**config.mk**
```make
export PLATFORM = sky130hd
export DESIGN_NAME = card_id_lookup_or_register_unit
export DESIGN_NICKNAME = d
export VERILOG_FILES = /design/src/cidl_pkg.sv /design/src/cidl_cell.sv /design/src/card_id_lookup_or_register_unit.sv
export SDC_FILE = /design/constraint.sdc
export NUM_CORES = 2
export LEC_CHECK = 0
export ABC_AREA = 1
export BUFFER_PORTS_ARGS = -buffer_cell sky130_fd_sc_hd__buf_4
export CORE_MARGIN = 5
export CORE_UTILIZATION = 30
export CTS_BUF_LIST = sky130_fd_sc_hd__clkbuf_8
export DETAILED_ROUTE_END_ITERATION = 12
export HOLD_SLACK_MARGIN = 0.1
export PLACE_DENSITY = 0.54
export SYNTH_ARGS = -nofsm -noshare
export SYNTH_HDL_FRONTEND = slang
export SYNTH_SLANG_ARGS = --single-unit
```
**constraint.sdc**
```tcl
create_clock -name aclk -period 9.55 [get_ports aclk]
set_input_delay 1.91 -clock aclk [delete_from_list [all_inputs] [get_ports aclk]]
set_output_delay 1.91 -clock aclk [all_outputs]
set_load 0.005 [all_outputs]
```
**src/cidl_pkg.sv**
```systemverilog
// ----------------------------------------------------------------------------
// cidl_pkg
// Shared types and codes for the card ID lookup-or-register unit.
// ----------------------------------------------------------------------------
package cidl_pkg;

    localparam int ID_W      = 32;
    localparam int NUM_OUT_W = 5;
    localparam int ST_W      = 3;

    // opcode values
    localparam logic OP_DETECT = 1'b0;
    localparam logic OP_REMOVE = 1'b1;

    // result status codes
    localparam logic [ST_W-1:0] ST_KNOWN   = 3'd0;
    localparam logic [ST_W-1:0] ST_ADDED   = 3'd1;
    localparam logic [ST_W-1:0] ST_FULL    = 3'd2;
    localparam logic [ST_W-1:0] ST_REPEAT  = 3'd3;
    localparam logic [ST_W-1:0] ST_REMOVED = 3'd4;

    // search probe handed from cell to cell
    typedef struct packed {
        logic            valid;
        logic            hit;
        logic [ID_W-1:0] key;
    } probe_t;

endpackage

```
**src/cidl_cell.sv**
```systemverilog
// ----------------------------------------------------------------------------
// cidl_cell
// One table entry: holds a card ID, compares it against the passing probe
// and hands the probe on to the next cell in the following cycle.
// ----------------------------------------------------------------------------
module cidl_cell #(
    parameter int IDX   = 0,
    parameter int NUM_W = 5
) (
    input  logic                        aclk,
    input  logic                        aresetn,
    input  logic [NUM_W-1:0]            entry_count,
    input  logic                        wr_en,
    input  logic [cidl_pkg::ID_W-1:0]   wr_id,
    input  cidl_pkg::probe_t            probe_in,
    input  logic [NUM_W-1:0]            num_in,
    output cidl_pkg::probe_t            probe_out,
    output logic [NUM_W-1:0]            num_out
);
    import cidl_pkg::*;

    localparam logic [NUM_W-1:0] MY_IDX = NUM_W'(IDX);
    localparam logic [NUM_W-1:0] MY_NUM = NUM_W'(IDX + 1);

    logic [ID_W-1:0]  id_reg;
    probe_t           probe_reg;
    probe_t           probe_next;
    logic [NUM_W-1:0] num_reg;
    logic [NUM_W-1:0] num_next;
    logic             match;

    // entry is live only below the fill count
    assign match = probe_in.valid && !probe_in.hit
                   && (entry_count > MY_IDX) && (id_reg == probe_in.key);

    always_comb begin
        probe_next = probe_in;
        num_next   = num_in;
        if (match) begin
            probe_next.hit = 1'b1;
            num_next       = MY_NUM;
        end
    end

    // stored ID: written when this is the next free slot
    always_ff @(posedge aclk) begin
        if (wr_en && (entry_count == MY_IDX)) begin
            id_reg <= wr_id;
        end
    end

    // probe stage
    always_ff @(posedge aclk) begin
        if (!aresetn) begin
            probe_reg <= '0;
        end else begin
            probe_reg <= probe_next;
        end
    end

    always_ff @(posedge aclk) begin
        num_reg <= num_next;
    end

    assign probe_out = probe_reg;
    assign num_out   = num_reg;

endmodule

```
**src/card_id_lookup_or_register_unit.sv**
```systemverilog
// ----------------------------------------------------------------------------
// card_id_lookup_or_register_unit
// Registry of card IDs: looks up a detected ID and appends it when new and the table has room.
//
//  channel | ports                                          | direction
//  --------+------------------------------------------------+----------
//  input   | s_valid s_ready s_opcode s_card_id             | in
//  result  | m_valid m_ready m_assigned_number m_status     | out
//          | m_card_present                                 |
//
// For a new-ID detection the probe walks all MAX_ENTRIES cells of the chain one cell
// per cycle; repeats and removals skip the chain and go straight to the result.
// One word is in work at a time; s_ready is high whenever no word is in work,
// also while a finished result waits in the output register.
// Reset (aresetn low, synchronous) empties the table and clears the last ID.
// A stalled m_ready holds the result and stops the next word at its end.
// ----------------------------------------------------------------------------
module card_id_lookup_or_register_unit #(
    parameter int MAX_ENTRIES = 16
) (
    input  logic                             aclk,
    input  logic                             aresetn,
    input  logic                             s_valid,
    output logic                             s_ready,
    input  logic                             s_opcode,
    input  logic [cidl_pkg::ID_W-1:0]        s_card_id,
    output logic                             m_valid,
    input  logic                             m_ready,
    output logic [cidl_pkg::NUM_OUT_W-1:0]   m_assigned_number,
    output logic [cidl_pkg::ST_W-1:0]        m_status,
    output logic                             m_card_present
);
    import cidl_pkg::*;

    localparam int NUM_W = $clog2(MAX_ENTRIES + 1);
    localparam logic [NUM_W-1:0] FULL_COUNT = NUM_W'(MAX_ENTRIES);

    localparam logic [1:0] S_IDLE   = 2'd0;
    localparam logic [1:0] S_SEARCH = 2'd1;
    localparam logic [1:0] S_DONE   = 2'd2;

    logic [1:0]       state_reg, state_next;
    logic [NUM_W-1:0] count_reg, count_next;
    logic [ID_W-1:0]  last_id_reg, last_id_next;
    logic             last_valid_reg, last_valid_next;
    logic             present_reg, present_next;
    logic [NUM_W-1:0] pend_num_reg, pend_num_next;
    logic [ST_W-1:0]  pend_status_reg, pend_status_next;
    logic             m_valid_reg, m_valid_next;
    logic [NUM_OUT_W-1:0] m_num_reg, m_num_next;
    logic [ST_W-1:0]  m_status_reg, m_status_next;
    logic             m_present_reg, m_present_next;

    logic             accept;
    logic             is_repeat;
    logic             wr_en;
    logic             out_free;
    logic [NUM_W+NUM_OUT_W-1:0] num_ext;

    probe_t           probe_chain [0:MAX_ENTRIES];
    logic [NUM_W-1:0] num_chain   [0:MAX_ENTRIES];
    probe_t           probe_exit;
    logic [NUM_W-1:0] num_exit;

    assign s_ready   = (state_reg == S_IDLE);
    assign accept    = s_valid && s_ready;
    assign is_repeat = last_valid_reg && (s_card_id == last_id_reg);
    assign out_free  = !m_valid_reg || m_ready;

    // launch a probe into the first cell for a new-ID detection
    assign probe_chain[0].valid = accept && (s_opcode == OP_DETECT) && !is_repeat;
    assign probe_chain[0].hit   = 1'b0;
    assign probe_chain[0].key   = s_card_id;
    assign num_chain[0] = '0;

    // cell chain
    for (genvar i = 0; i < MAX_ENTRIES; i++) begin : g_cell
        cidl_cell #(
            .IDX   (i),
            .NUM_W (NUM_W)
        ) u_cell (
            .aclk        (aclk),
            .aresetn     (aresetn),
            .entry_count (count_reg),
            .wr_en       (wr_en),
            .wr_id       (probe_exit.key),
            .probe_in    (probe_chain[i]),
            .num_in      (num_chain[i]),
            .probe_out   (probe_chain[i+1]),
            .num_out     (num_chain[i+1])
        );
    end

    assign probe_exit = probe_chain[MAX_ENTRIES];
    assign num_exit   = num_chain[MAX_ENTRIES];

    // append on a miss when there is room
    assign wr_en = (state_reg == S_SEARCH) && probe_exit.valid && !probe_exit.hit
                   && (count_reg != FULL_COUNT);

    // number field wraps to the output width
    assign num_ext = {{NUM_OUT_W{1'b0}}, pend_num_reg};

    // control
    always_comb begin
        state_next       = state_reg;
        count_next       = count_reg;
        last_id_next     = last_id_reg;
        last_valid_next  = last_valid_reg;
        present_next     = present_reg;
        pend_num_next    = pend_num_reg;
        pend_status_next = pend_status_reg;
        m_valid_next     = m_valid_reg;
        m_num_next       = m_num_reg;
        m_status_next    = m_status_reg;
        m_present_next   = m_present_reg;

        if (m_valid_reg && m_ready) begin
            m_valid_next = 1'b0;
        end

        unique case (state_reg)
            S_IDLE: begin
                if (accept) begin
                    pend_num_next = '0;
                    if (s_opcode == OP_REMOVE) begin
                        present_next     = 1'b0;
                        pend_status_next = ST_REMOVED;
                        state_next       = S_DONE;
                    end else begin
                        present_next = 1'b1;
                        if (is_repeat) begin
                            pend_status_next = ST_REPEAT;
                            state_next       = S_DONE;
                        end else begin
                            last_id_next    = s_card_id;
                            last_valid_next = 1'b1;
                            state_next      = S_SEARCH;
                        end
                    end
                end
            end
            S_SEARCH: begin
                if (probe_exit.valid) begin
                    state_next = S_DONE;
                    if (probe_exit.hit) begin
                        pend_num_next    = num_exit;
                        pend_status_next = ST_KNOWN;
                    end else if (count_reg != FULL_COUNT) begin
                        count_next       = count_reg + 1'b1;
                        pend_num_next    = count_reg + 1'b1;
                        pend_status_next = ST_ADDED;
                    end else begin
                        pend_num_next    = '0;
                        pend_status_next = ST_FULL;
                    end
                end
            end
            S_DONE: begin
                if (out_free) begin
                    m_valid_next   = 1'b1;
                    m_num_next     = num_ext[NUM_OUT_W-1:0];
                    m_status_next  = pend_status_reg;
                    m_present_next = present_reg;
                    state_next     = S_IDLE;
                end
            end
            default: begin
                state_next = S_IDLE;
            end
        endcase
    end

    // control registers
    always_ff @(posedge aclk) begin
        if (!aresetn) begin
            state_reg      <= S_IDLE;
            count_reg      <= '0;
            last_id_reg    <= '0;
            last_valid_reg <= 1'b0;
            present_reg    <= 1'b0;
            m_valid_reg    <= 1'b0;
        end else begin
            state_reg      <= state_next;
            count_reg      <= count_next;
            last_id_reg    <= last_id_next;
            last_valid_reg <= last_valid_next;
            present_reg    <= present_next;
            m_valid_reg    <= m_valid_next;
        end
    end

    // payload registers
    always_ff @(posedge aclk) begin
        pend_num_reg    <= pend_num_next;
        pend_status_reg <= pend_status_next;
        m_num_reg       <= m_num_next;
        m_status_reg    <= m_status_next;
        m_present_reg   <= m_present_next;
    end

    assign m_valid           = m_valid_reg;
    assign m_assigned_number = m_num_reg;
    assign m_status          = m_status_reg;
    assign m_card_present    = m_present_reg;

endmodule

```
Word-level counts from Yosys, hierarchy flattened
Cells that the tools add are included.

Input port bits: 37. Register bits after elaboration: 1169. Word-level logic and storage cells: 289. Output and inout port bits: 11.

Bitwise operators: 3. Reduce and logical (&&, ||, !) cells: 100. Muxes and demuxes: 39. $add $sub $neg: 1. $lt $le $gt $ge: 16. Equal/unequal tests: 39.

Operator list (number): == test 32 bit (17); logical AND 1 bit (71); == test 5 x 4 -> 1 bit, second input constant (8); greater-than comparator 5 x 4 -> 1 bit, second input constant (8); two-way mux 1 bit (21); == test 5 x 3 -> 1 bit, second input constant (4); greater-than comparator 5 x 3 -> 1 bit, second input constant (4); two-way mux 5 bit (4); logical NOT 1 bit (18); two-way mux 2 bit (7); two-way mux 3 bit (4); AND reduction 4 bit (3); == test 5 x 2 -> 1 bit, second input constant (2); greater-than comparator 5 x 1 -> 1 bit, second input constant (2); greater-than comparator 5 x 2 -> 1 bit, second input constant (2); one-hot mux 5 bit (2 select lines) (1); one-hot mux 2 bit (3 select lines) (1); one-hot mux 3 bit (2 select lines) (1); AND reduction 3 bit (2); adder 5 x 1 -> 5 bit, second input constant (1); == test 5 x 1 -> 1 bit, second input constant (1); logical NOT 5 bit (1); != test 5 bit, second input constant (1); != test 2 x 1 -> 1 bit, second input constant (2); 9 further kinds (12).

Longest topological paths before layout
Depth in word-level cells: 7. Depth in mapped cells: 13. Depth with buffers taken out: 12.

Modules after synthesis
From an unflattened synthesis, not the netlist that was laid out.

Cells, all modules: 5897. Area, all modules: 49012.0 µm².

Modules (own cells, without submodules): cidl_cell (g_cell[9].u_cell) (sequential area each 1741.7 µm², times used 1, area each 3049.2 µm², cells an instance 387); cidl_cell (g_cell[2].u_cell) (sequential area each 1741.7 µm², times used 1, area each 3032.9 µm², cells an instance 383); card_id_lookup_or_register_unit (sequential area each 1351.3 µm², times used 1, area each 3031.7 µm², cells an instance 428); cidl_cell (g_cell[10].u_cell) (sequential area each 1741.7 µm², times used 1, area each 3020.4 µm², cells an instance 380); cidl_cell (g_cell[12].u_cell) (sequential area each 1741.7 µm², times used 1, area each 3020.4 µm², cells an instance 385); cidl_cell (g_cell[0].u_cell) (sequential area each 1741.7 µm², times used 1, area each 3011.6 µm², cells an instance 381); cidl_cell (g_cell[13].u_cell) (sequential area each 1741.7 µm², times used 1, area each 2985.4 µm², cells an instance 368); cidl_cell (g_cell[5].u_cell) (sequential area each 1741.7 µm², times used 1, area each 2982.9 µm², cells an instance 369); cidl_cell (g_cell[11].u_cell) (sequential area each 1741.7 µm², times used 1, area each 2972.9 µm², cells an instance 363); cidl_cell (g_cell[3].u_cell) (sequential area each 1741.7 µm², times used 1, area each 2969.1 µm², cells an instance 366); cidl_cell (g_cell[1].u_cell) (sequential area each 1741.7 µm², times used 1, area each 2960.3 µm², cells an instance 367); cidl_cell (g_cell[4].u_cell) (sequential area each 1741.7 µm², times used 1, area each 2796.4 µm², cells an instance 329); cidl_cell (g_cell[6].u_cell) (sequential area each 1741.7 µm², times used 1, area each 2727.6 µm², cells an instance 315); cidl_cell (g_cell[14].u_cell) (sequential area each 1741.7 µm², times used 1, area each 2708.8 µm², cells an instance 303); 3 more rows.

Worst setup path before layout
Ideal clock, no wire load.

Path type: reg-to-reg. Start point: register count_reg[0]. End point: register g_cell[14].u_cell.id_reg[0] (enable). Cell stages (with the launch flop): 10. Setup slack: 5.566 ns. Period minus slack after synthesis: 3.984 ns. Setup time: 0.461 ns. Data required time: 9.089 ns. Buffers on the path: 0. Data arrival time: 3.523 ns. Cell sequence: dfxtp_1 inv_1 ha_1 nand2_1 nor3_1 nor2_1 inv_2 nor2_4 nand2_1 nor3_1.

Longest elaborated chain between the ends: 3. Elaborated cells between the ends (all ways): 4. Those cells by class: 2 x eq/ne; 2 x reduce/logical.

Ends and longest elaborated chain: from (decl) (line card_id_lookup_or_register_unit.sv:43) `logic [NUM_W-1:0] count_reg, count_next;`; from (signal assigned) (line card_id_lookup_or_register_unit.sv:185) `count_reg <= count_next;`; != test 5 bit (line card_id_lookup_or_register_unit.sv:99) `&& (count_reg != FULL_COUNT);`; logical AND 1 bit (line card_id_lookup_or_register_unit.sv:99); logical AND 1 bit * (line cidl_cell.sv:47) `if (wr_en && (entry_count == MY_IDX)) begin`; to (signal assigned) (line cidl_cell.sv:48) `id_reg <= wr_id;`; to (decl) (line cidl_cell.sv:25) `logic [ID_W-1:0] id_reg;`.

Mark *: on every way between the ends. The rest lies on a longest branch, timed or not. A chain may end at the register's enable or synchronous reset.

Worst setup path in the final report
Start point: register state_reg[1]. End point: output s_ready.

Longest elaborated chain between the ends: 1.

Ends and longest elaborated chain: from (decl) (line card_id_lookup_or_register_unit.sv:42) `logic [1:0] state_reg, state_next;`; from (signal assigned) (line card_id_lookup_or_register_unit.sv:184) `state_reg <= state_next;`; logical NOT 2 bit (line card_id_lookup_or_register_unit.sv:65) `assign s_ready = (state_reg == S_IDLE);`; to (decl) (line card_id_lookup_or_register_unit.sv:24) `output logic s_ready,`.

No other way between the ends.

==> results.py <==
metrics = {
    "critical_path": {
        "reg2reg_from": "state_reg[0]",
        "crit_type": "flop to primary output",
        "worstPathArrival_ns": 1.51,
        "worstPathRequired_ns": 7.64,
        "critPathMaxFanout": 4,
        "cp-start-kind": "flop",
        "endpoint_kind": "primary output",
        "timing.critical_path.from": "state_reg[1]",
    },
    "clock_tree": {
        "cts_buffer_depth": 3,
        "clk_pin_slew_ns": 0.06,
        "hold_buffers": 0,
        "cts_tree": "built",
        "cts-root-buf": "clkbuf_8",
        "h-tree-depth": 4,
        "post_cts_buffers": 0,
        "clock-sinks": 1169,
        "post_cts_resized": 0,
        "clock_latency_ns": 0.84,
        "numCtsBuffers": 189,
    },
    "floorplan": {
        "core_area_sq_mm": 0.1459,
        "die_h_microns": 393.6,
        "dieArea_sq_mm": 0.1549,
        "rows": 140,
        "start_util": 0.3025,
        "die_x_microns": 393.6,
        "ioPinCount": 48,
    },
    "placed_design": {
        "gp_congestion": 0.8702,
        "hpwl_microns": 77340,
        "io_buffers": 47,
    },
    "min_path": {
        "hp-class": "flop to flop",
        "min-delay-start": "g_cell[7].u_cell.num_out[3]",
    },
    "finish": {
        "drive_gt1_frac": 0.1026,
        "nets": 4846,
        "largest_reg_flops": 544,
        "area_delta_synth_final_pct": 15.06,
        "fin_util": 0.3481,
    },
    "global_routing": {
        "grt_usage": 0.1466,
        "grt_pass1_vias": 28354,
        "grt_pass1_wl_microns": 174000,
        "grt_max_degree": 200,
        "antenna_found_initial": 7,
        "overflow": 0,
    },
    "pwr": {
        "p_per_area_mw_per_mm2": 192.8,
        "p_total_mw": 9.791,
        "peakVddDrop_mv": 0.1107,
        "p_leak_nw": 24.93,
    },
    "drt": {
        "first_pass_iters": 5,
        "ant_nets": 0,
        "num_vias": 28746,
        "wl_per_cell_microns": 16.89,
        "drc": 0,
        "wirelength_microns": 116400,
        "drtIter0Drc": 2048,
        "avgViaCountPerCell": 4.169,
    },
    "sta": {
        "fin_worst_skew_ns": 0.03745,
        "hold_viol": 0,
        "min_period_ns": 3.425,
        "final_min_period_over_clock_period": 0.3586,
        "slew_violations": 0,
        "tightest_slew_ns": 1.173,
        "max-slew-margin-rel": 0.2167,
        "fmax_ghz": 0.2920,
        "tns_ns": 0,
        "setup_viol": 0,
        "grt_setup_unrepaired": "false",
    },
    "status": {
        "status": "complete, no violations",
    },
    "logic_synthesis": {
        "async_flop_share": 0,
        "synth_cell_types": 42,
        "netlist_area_sq_mm": 0.04414,
        "synth_area_per_cell_sq_um": 9.570,
        "ys_warn_count": 0,
        "synthFlopType": "dfxtp_1",
        "syn_inst": 4613,
        "ys_ff_latch": 1169,
        "syn_nets": 4655,
        "synth_edf_count": 529,
        "yosysSeqAreaShare": 0.6501,
    },
    "flow_run": {
        "max_cap_violations": 0,
    },
}
## Yosys cell counts (5+ instances only)
cell type | instances | area share
buf_4 | 5 | 0.00085
nand2_1 | 1169 | 0.099
inv_1 | 1040 | 0.088
a21oi_1 | 60 | 0.0068
clkbuf_1 | 67 | 0.0057
nor2_1 | 289 | 0.025
nor3_1 | 79 | 0.0090
dfxtp_1 | 640 | 0.29
buf_2 | 7 | 0.00079
and2_1 | 10 | 0.0014
nor3b_1 | 10 | 0.0017
inv_2 | 13 | 0.0011
o22ai_1 | 25 | 0.0035
o2111ai_1 | 7 | 0.0014
ha_1 | 5 | 0.0014
or2_2 | 101 | 0.014
xor2_1 | 138 | 0.027
xnor2_1 | 112 | 0.022
o21ai_1 | 5 | 0.00057
nand4_1 | 112 | 0.016
nand3_1 | 107 | 0.012
o21ai_0 | 48 | 0.0054
edfxtp_1 | 529 | 0.36
## where the power goes
part | total [mW] | switching (mW) | internal, mW
combinational | 0.210 | 0.139 | 0.0712
sequential | 5.27 | 0.0360 | 5.23
clock | 4.31 | 1.98 | 2.33
total | 9.79 | 2.16 | 7.63
## final timing paths
| check | cells past startpoint | end | slack [ns] |
|---|---|---|---|
| setup / recovery | 2 | s_ready | 6.13 |
| hold reg to reg | 2 | g_cell[8].u_cell.num_out[3] | 0.39 |
| setup reg to reg | 9 | g_cell[8].u_cell.id_reg[18] | 6.69 |
| hold / removal | 2 | g_cell[8].u_cell.num_out[3] | 0.39 |
## cell usage in the layout, fill, tap and decap left out, types with 2 or more instances in the layout
cell / instances
inv_1: 1103
clkinv_1: 21
nor2_1: 277
o21ai_0: 48
clkinvlp_4: 10
diode_2: 9
and3_1: 3
o2111ai_1: 7
dfxtp_2: 17
edfxtp_1: 529
nor3_1: 75
ha_1: 5
nor4_1: 4
nor3_2: 4
o211ai_1: 4
bufinv_16: 6
xnor2_1: 112
a21boi_0: 2
and2_1: 10
inv_2: 13
o22ai_1: 25
nand4_1: 112
a211oi_1: 2
xor2_1: 138
inv_6: 3
clkinv_2: 27
nor3b_1: 10
nand2_1: 1169
nand3b_1: 3
or2_2: 101
nor2_2: 14
clkbuf_8: 227
dfxtp_1: 623
buf_4: 81
a21oi_1: 60
nand3_1: 107
o21ai_1: 5
## final cells by class
type / instances / area [sq um]
antenna: 9 / 22.52
clock buffer: 227 / 3124
clock inverter: 130 / 752.0
fill: 14851 / 95120
inverter: 1055 / 3960
multi-input combinational: 2306 / 11170
sequential: 1169 / 28720
tap: 1917 / 2399
timing repair buffer: 83 / 643.1
## layer usage
layer  global-route usage  share of wire  vias up
li1                     -              -    14497
met1               0.2104           0.49    13386
met2               0.2227           0.44      686
met3              0.02305          0.045      177
met4              0.05598          0.030        0
met5                    0              0        -
## logic make-up (layout without fill, tap and decap cells)
| kind of cell | Yosys count | after routing | share of synthesized area |
|---|---|---|---|
| flops | 1169 | 1169 | 0.6501 |
| simple gates | 1894 | 1894 | 0.1811 |
| buf+inv | 1138 | 1495 | 0.09793 |
| other cells | 0 | 9 | 0 |
| fa+ha+maj | 5 | 5 | 0.001417 |
| xor+xnor | 250 | 250 | 0.04960 |
| compound gates | 157 | 157 | 0.01987 |
## per-stage QoR
| stage | instance area [sq um] | std cells | hold WS [ns] | worst slack, ns |
|---|---|---|---|---|
| 4_1_cts | 50770 | 6887 | 0.3898 | 6.015 |
| 2_1_floorplan | 44140 | 4613 | 0.3873 | 5.566 |
| 5_1_grt | 50780 | 6889 | 0.4073 | 6.001 |
| 3_3_place_gp | 46900 | 6530 | 0.3922 | 5.340 |
| 3_5_place_dp | 46900 | 6530 | 0.3946 | 5.316 |
| 6_report | 50790 | 6896 | 0.3934 | 6.125 |
## worst max-delay path, cell delays in order (launching register included)
cell,delay (ns)
dfxtp_1,0.34
nor2_2,0.20
buf_4,0.15
No activity file was read; power rests on OpenSTA's default activity.
